--- src/fct_pkg.sv ---
// ----------------------------------------------------------------------------
// fct_pkg: shared types and constants of the frustum cull test
// Field widths, command codes, plane packing and the item record that
// travels along the chain of plane cells.
// ----------------------------------------------------------------------------
`default_nettype none

package fct_pkg;

  // number of frustum planes, one cell each
  localparam int NumPlanes = 6;
  localparam int PlaneIdxW = $clog2(NumPlanes);

  // field widths
  localparam int CmdW    = 2;
  localparam int CoordW  = 24;
  localparam int RadiusW = 23;
  localparam int PlaneW  = 64;
  localparam int CoefW   = 12;
  localparam int DistOffW = 28;

  // plane packing: a, b, c, d
  localparam int ALo = 0;
  localparam int BLo = 12;
  localparam int CLo = 24;
  localparam int DLo = 36;

  // d and radius are scaled by 2^10 to line up with the products
  localparam int AlignShift = 10;
  localparam int ProdW = CoefW + CoordW;   // 36
  localparam int SumW  = ProdW + 4;        // 40, holds dist plus radius

  // command codes
  localparam logic [CmdW-1:0] CmdPoint  = 2'd0;
  localparam logic [CmdW-1:0] CmdSphere = 2'd1;
  localparam logic [CmdW-1:0] CmdBox    = 2'd2;

  // one item with its running verdict
  typedef struct packed {
    logic [CmdW-1:0]          command;
    logic signed [CoordW-1:0] pos_x;
    logic signed [CoordW-1:0] pos_y;
    logic signed [CoordW-1:0] pos_z;
    logic signed [CoordW-1:0] max_x;
    logic signed [CoordW-1:0] max_y;
    logic signed [CoordW-1:0] max_z;
    logic [RadiusW-1:0]       radius;
    logic                     visible;
  } item_t;

endpackage : fct_pkg

`default_nettype wire

--- src/fct_cell.sv ---
// ----------------------------------------------------------------------------
// fct_cell: one plane of the frustum test
// Holds one plane register. Stage A picks the p-vertex and forms the three
// products, stage B sums them with d (and the radius for a sphere) and
// clears the inside flag of a point, sphere or box on a negative result.
// Items move on to the next cell; each stage collapses bubbles on its own.
// ----------------------------------------------------------------------------
`default_nettype none

module fct_cell (
  input  wire                         clk_i,
  input  wire                         rst_ni,
  // plane register write
  input  wire                         cfg_we_i,
  input  wire  [fct_pkg::PlaneW-1:0]  cfg_data_i,
  // from previous cell
  input  wire                         valid_i,
  output logic                        ready_o,
  input  wire  fct_pkg::item_t        item_i,
  // to next cell
  output logic                        valid_o,
  input  wire                         ready_i,
  output fct_pkg::item_t              item_o
);
  import fct_pkg::*;

  logic [PlaneW-1:0] plane_q;

  logic signed [CoefW-1:0]    coef_a, coef_b, coef_c;
  logic signed [DistOffW-1:0] coef_d;
  logic                       is_box;
  logic signed [CoordW-1:0]   sel_x, sel_y, sel_z;

  logic              va_q, vb_q;
  logic              adv_a, adv_b;
  item_t             a_q, b_q;
  item_t             b_d;
  logic signed [ProdW-1:0] pa_q, pb_q, pc_q;
  logic signed [ProdW-1:0] pa_d, pb_d, pc_d;
  logic signed [SumW-1:0]  sum;
  logic                    tested;

  // plane register, zero after reset
  always_ff @(posedge clk_i or negedge rst_ni) begin
    if (!rst_ni) begin
      plane_q <= '0;
    end else if (cfg_we_i) begin
      plane_q <= cfg_data_i;
    end
  end

  assign coef_a = plane_q[ALo +: CoefW];
  assign coef_b = plane_q[BLo +: CoefW];
  assign coef_c = plane_q[CLo +: CoefW];
  assign coef_d = plane_q[DLo +: DistOffW];

  // handshake: each stage moves when its successor has room
  assign adv_b   = !vb_q || ready_i;
  assign adv_a   = !va_q || adv_b;
  assign ready_o = adv_a;
  assign valid_o = vb_q;
  assign item_o  = b_q;

  // stage A: p-vertex select and products
  always_comb begin
    is_box = (item_i.command == CmdBox);
    sel_x  = (is_box && (coef_a > 0)) ? item_i.max_x : item_i.pos_x;
    sel_y  = (is_box && (coef_b > 0)) ? item_i.max_y : item_i.pos_y;
    sel_z  = (is_box && (coef_c > 0)) ? item_i.max_z : item_i.pos_z;
    pa_d   = ProdW'(coef_a * sel_x);
    pb_d   = ProdW'(coef_b * sel_y);
    pc_d   = ProdW'(coef_c * sel_z);
  end

  // stage B: distance plus radius, sign check (d is sign extended)
  always_comb begin
    tested = (a_q.command == CmdPoint) || (a_q.command == CmdSphere) ||
             (a_q.command == CmdBox);
    sum = SumW'(pa_q) + SumW'(pb_q) + SumW'(pc_q) +
          SumW'($signed({coef_d, {AlignShift{1'b0}}}));
    if (a_q.command == CmdSphere) begin
      sum = sum + SumW'({1'b0, a_q.radius, {AlignShift{1'b0}}});
    end
    b_d         = a_q;
    b_d.visible = a_q.visible && !(tested && sum[SumW-1]);
  end

  // valid bits
  always_ff @(posedge clk_i or negedge rst_ni) begin
    if (!rst_ni) begin
      va_q <= 1'b0;
      vb_q <= 1'b0;
    end else begin
      if (adv_a) va_q <= valid_i;
      if (adv_b) vb_q <= va_q;
    end
  end

  // payload registers
  always_ff @(posedge clk_i) begin
    if (adv_a && valid_i) begin
      a_q  <= item_i;
      pa_q <= pa_d;
      pb_q <= pb_d;
      pc_q <= pc_d;
    end
    if (adv_b && va_q) begin
      b_q <= b_d;
    end
  end

`ifndef ASSERT_OFF
  // a stalled result is never dropped
  a_hold: assert property (@(posedge clk_i) disable iff (!rst_ni)
    vb_q && !ready_i |=> vb_q)
    else $error("fct_cell: stalled item lost");

  // an item already culled stays culled through stage A
  a_culled: assert property (@(posedge clk_i) disable iff (!rst_ni)
    valid_i && ready_o && !item_i.visible |=> va_q && !a_q.visible)
    else $error("fct_cell: culled verdict revived");

  // stage B only fills from a valid stage A
  a_fill: assert property (@(posedge clk_i) disable iff (!rst_ni)
    !va_q && adv_b |=> !vb_q)
    else $error("fct_cell: stage B filled from empty stage A");

  // plane write takes effect on the next cycle
  a_cfg: assert property (@(posedge clk_i) disable iff (!rst_ni)
    cfg_we_i |=> plane_q == $past(cfg_data_i))
    else $error("fct_cell: plane write not taken");
`endif

endmodule : fct_cell

`default_nettype wire

--- config.mk ---
export PLATFORM = sky130hd
export DESIGN_NAME = fct_cell
export DESIGN_NICKNAME = d
export VERILOG_FILES = /design/src/fct_pkg.sv /design/src/fct_cell.sv
export SDC_FILE = /design/constraint.sdc
export NUM_CORES = 2
export LEC_CHECK = 0
export BUFFER_PORTS_ARGS = -buffer_cell sky130_fd_sc_hd__buf_2
export CAP_MARGIN = 10
export CORE_MARGIN = 2
export CORE_UTILIZATION = 50
export CTS_CLUSTER_SIZE = 14
export DETAILED_ROUTE_END_ITERATION = 8
export PLACE_DENSITY = 0.76
export SLEW_MARGIN = 15
export SYNTH_ARGS = -nofsm -noshare
export SYNTH_HDL_FRONTEND = slang
export SYNTH_SLANG_ARGS = --single-unit
--- constraint.sdc ---
create_clock -name clk_i -period 11.5 [get_ports clk_i]
set_input_delay 0.575 -clock clk_i [delete_from_list [all_inputs] [get_ports clk_i]]
set_output_delay 0.575 -clock clk_i [all_outputs]
set_load 0.02 [all_outputs]
==> flow_summary_export.csv <==
group,metric,value,unit
run_status,outcome,"complete, no violations",
clocking,post_cts_buffers,0,
floorplan,die_area,103000,µm²
yosys,synth_top_cell_area_share,33.5,%
layout,fillers,8322,
layout,final_cell_mix,"inv_1 (935), fa_1 (839), nand2_1 (525)",
yosys,synth_area_leaders,"fa_1 (34%), edfxtp_1 (27%), ha_1 (7.3%)",
route,antenna_left,0,
critical_path,r2r_cells,22,
clocking,cts-resized-gates,0,
placed_design,place.gp.congestion,0.893,
timing,tns,0,ns
floorplan,num_io_pins,411,
global_routing,grt_max_degree,70,
global_routing,grt_overflow,0,
critical_path,reg2reg_slack,2.88,ns
yosys,ys_types,66,
floorplan,initial_core_util,50.2,%
layout,layout_commonest_cell,"inv_1",
timing,fin_skew,0.0256,ns
route,vias,32500,
clocking,cts.sinks,514,
layout,drive_above_1_share,14.2,%
clocking,htreeDepth,2,
min_path,min_from,"item_i[22]",
global_routing,antenna_found_initial,6,
placed_design,place.port_buffers,410,
yosys,syn_inst,4506,
floorplan,core-area,99700,µm²
global_routing,track_usage,23.3,%
critical_path,cpPeakStageDelay,0.91,ns
clocking,clock-root-buffer,"clkbuf_16",
timing,rsz0062_at_grt,"false",
timing,setup_viol,0,
clocking,clock_latency,0.66,ns
critical_path,setup.worst_path.class,"reg2reg",
yosys,ys_seq_area_share,30.2,%
yosys,synth_largest_area_cell,"fa_1",
clocking,cts-buffers-inserted,55,
yosys,syn_nets,5875,
critical_path,required,11.93,ns
floorplan,placementRows,116,
yosys,ys_async_sr_fraction,12.8,%
critical_path,arrival,9.04,ns
global_routing,grt_pass1_vias,34500,
route,viasPerCell,5.26,
clocking,clockBufferDepth,3,
yosys,ys_ff_latch,514,
route,drt-pass1-iter-count,7,
critical_path,cp_common_cell,"fa_1",
clocking,tritoncts,"yes",
clocking,clk_pin_slew_worst_paths,0.06,ns
yosys,syn_avg_cell_area,11.1,µm²
yosys,yosys_warnings,0,
run,drv_cap,0,
critical_path,end_kind,"flip-flop",
route,wl_per_cell,18.9,µm
min_path,hp-class,"in2reg",
global_routing,grt_pass1_wl,186,mm
timing,hold_viol_final,0,
floorplan,fp.dieH,321,µm
layout,area_growth,10.4,%
clocking,postCtsHoldBufs,1,
timing,fmax,116,MHz
route,drc,0,
critical_path,crit-reg2reg-capture,"pa_q[31]$_DFFE_PP_",
layout,fin_nets,6203,
floorplan,die_w,321,µm
placed_design,dp_hpwl,94.0,mm
yosys,ys.flop_type,"edfxtp_1",
yosys,synth_edf_count,448,
critical_path,start_kind,"flip-flop",
critical_path,crit_chain,"nor4_1, a311oi_4, buf_4, mux2_2, and2_1, fa_1, fa_1, fa_1, fa_1, inv_1, fa_1, inv_1, ha_1, o21ai_0, a211o_1, or3_1, o21ai_0, a21oi_1, a311oi_1, nor3_1, o21ai_0, xor2_1",
critical_path,crit_family,"adder cells",
critical_path,path_buf_inv,3,
yosys,syn_area,50100,µm²
critical_path,worst_path_max_delay_cell,"nor4_1",
critical_path,path_max_fanout,26,
timing,tightest_slew,1.06,ns
route,finalWirelength,116,mm
critical_path,timing.rr.start,"plane_q[10]$_DFFE_PN0P_",
timing,post-route-period-util,74.9,%
timing,fin_crit,8.62,ns
timing,drv_slew,0,
layout,regArea,15100,µm²
timing,relSlewSlack,29.3,%
min_path,min_to,"a_q[22]$_DFFE_PP_",
route,drt-initial-drc-count,1822,
layout,multiInputGateArea,30900,µm²
min_path,whs_path_depth,1,
==> final cells by class <==
cell class	instances	area share, %
timing repair buffer	451	4.28
sequential	514	27.3
tap	1298	2.94
clock buffer	68	2.63
clock inverter	35	0.659
inverter	935	6.35
antenna	1	0.00453
multi-input combinational	2877	55.8
==> how the worst max path moves through the flow <==
stage,start,to,cells past startpoint
5_1_grt,plane_q[10]$_DFFE_PN0P_,pa_q[31]$_DFFE_PP_,22
6_report,plane_q[10]$_DFFE_PN0P_,pa_q[31]$_DFFE_PP_,22
3_3_place_gp,plane_q[10]$_DFFE_PN0P_,pa_q[31]$_DFFE_PP_,22
3_5_place_dp,plane_q[10]$_DFFE_PN0P_,pa_q[31]$_DFFE_PP_,22
2_1_floorplan,ready_i,a_q[0]$_DFFE_PP_,2
4_1_cts,plane_q[10]$_DFFE_PN0P_,pa_q[31]$_DFFE_PP_,22
==> synthesized netlist by cell type (6+ instances only) <==
master and instances:
buf_1 11, fa_1 839, mux2i_1 7, and2_1 297, o21ai_0 62, o21bai_1 13
o21a_1 25, nand3_1 20, nor4_1 12, nor2_1 130, a311oi_1 6, o2111ai_1 6
a31oi_1 11, and3_1 15, inv_1 935, o211ai_1 9, a21o_1 37, xor2_1 35
or3_1 15, nand2b_1 40, mux2_2 131, clkbuf_1 167, nand4_1 14, a21oi_1 100
nor3_1 26, dfrtp_1 66, xnor2_1 83, edfxtp_1 448, nor2b_1 38, nand2_1 525
a211oi_1 15, a211o_1 8, ha_1 291
==> per-stage QoR <==
stage | utilization [%] | worst slack [ns] | hold WS (ns) | std cells | area (µm²)
final | 55.4 | 2.88 | 0.0837 | 6179 | 55300
after global placement | 53.6 | 2.97 | 0.400 | 6074 | 53400
after detailed placement | 53.6 | 3.07 | 0.405 | 6074 | 53400
after floorplan | - | 3.65 | 0.279 | 4506 | 50100
after CTS | 55.4 | 3.00 | 0.0395 | 6178 | 55300
after global routing | 55.4 | 2.61 | 0.0553 | 6179 | 55300
==> cells by family (layout without fill, tap and decap cells) <==
group | Yosys count | in the layout | synth area share [%]
simple gates | 1146 | 1146 | 11.0
flops | 514 | 514 | 30.2
buf+inv | 1115 | 1489 | 8.36
mux | 138 | 138 | 3.09
xor+xnor | 118 | 118 | 2.06
compound gates | 345 | 345 | 4.57
other cells | 0 | 1 | 0
fa+ha+maj | 1130 | 1130 | 40.8
==> metal layers <==
layer,vias to the layer above,global-route usage [%],wire length [µm]
met4,4,7.81,4070
met5,-,0,31
met2,920,39.7,58400
met3,213,3.83,7080
met1,16700,30.5,46900
li1,14700,-,-
==> state kept, by name, summed over array words and instances (netlist names) <==
signal / cells
a_q: 170
item_o: 170
pa_q: 36
pb_q: 36
pc_q: 36
plane_q: 64
va_q: 1
valid_o: 1
Power is not shown: default switching activity piles up to over one toggle a cycle in this logic, so the estimate is an artifact.
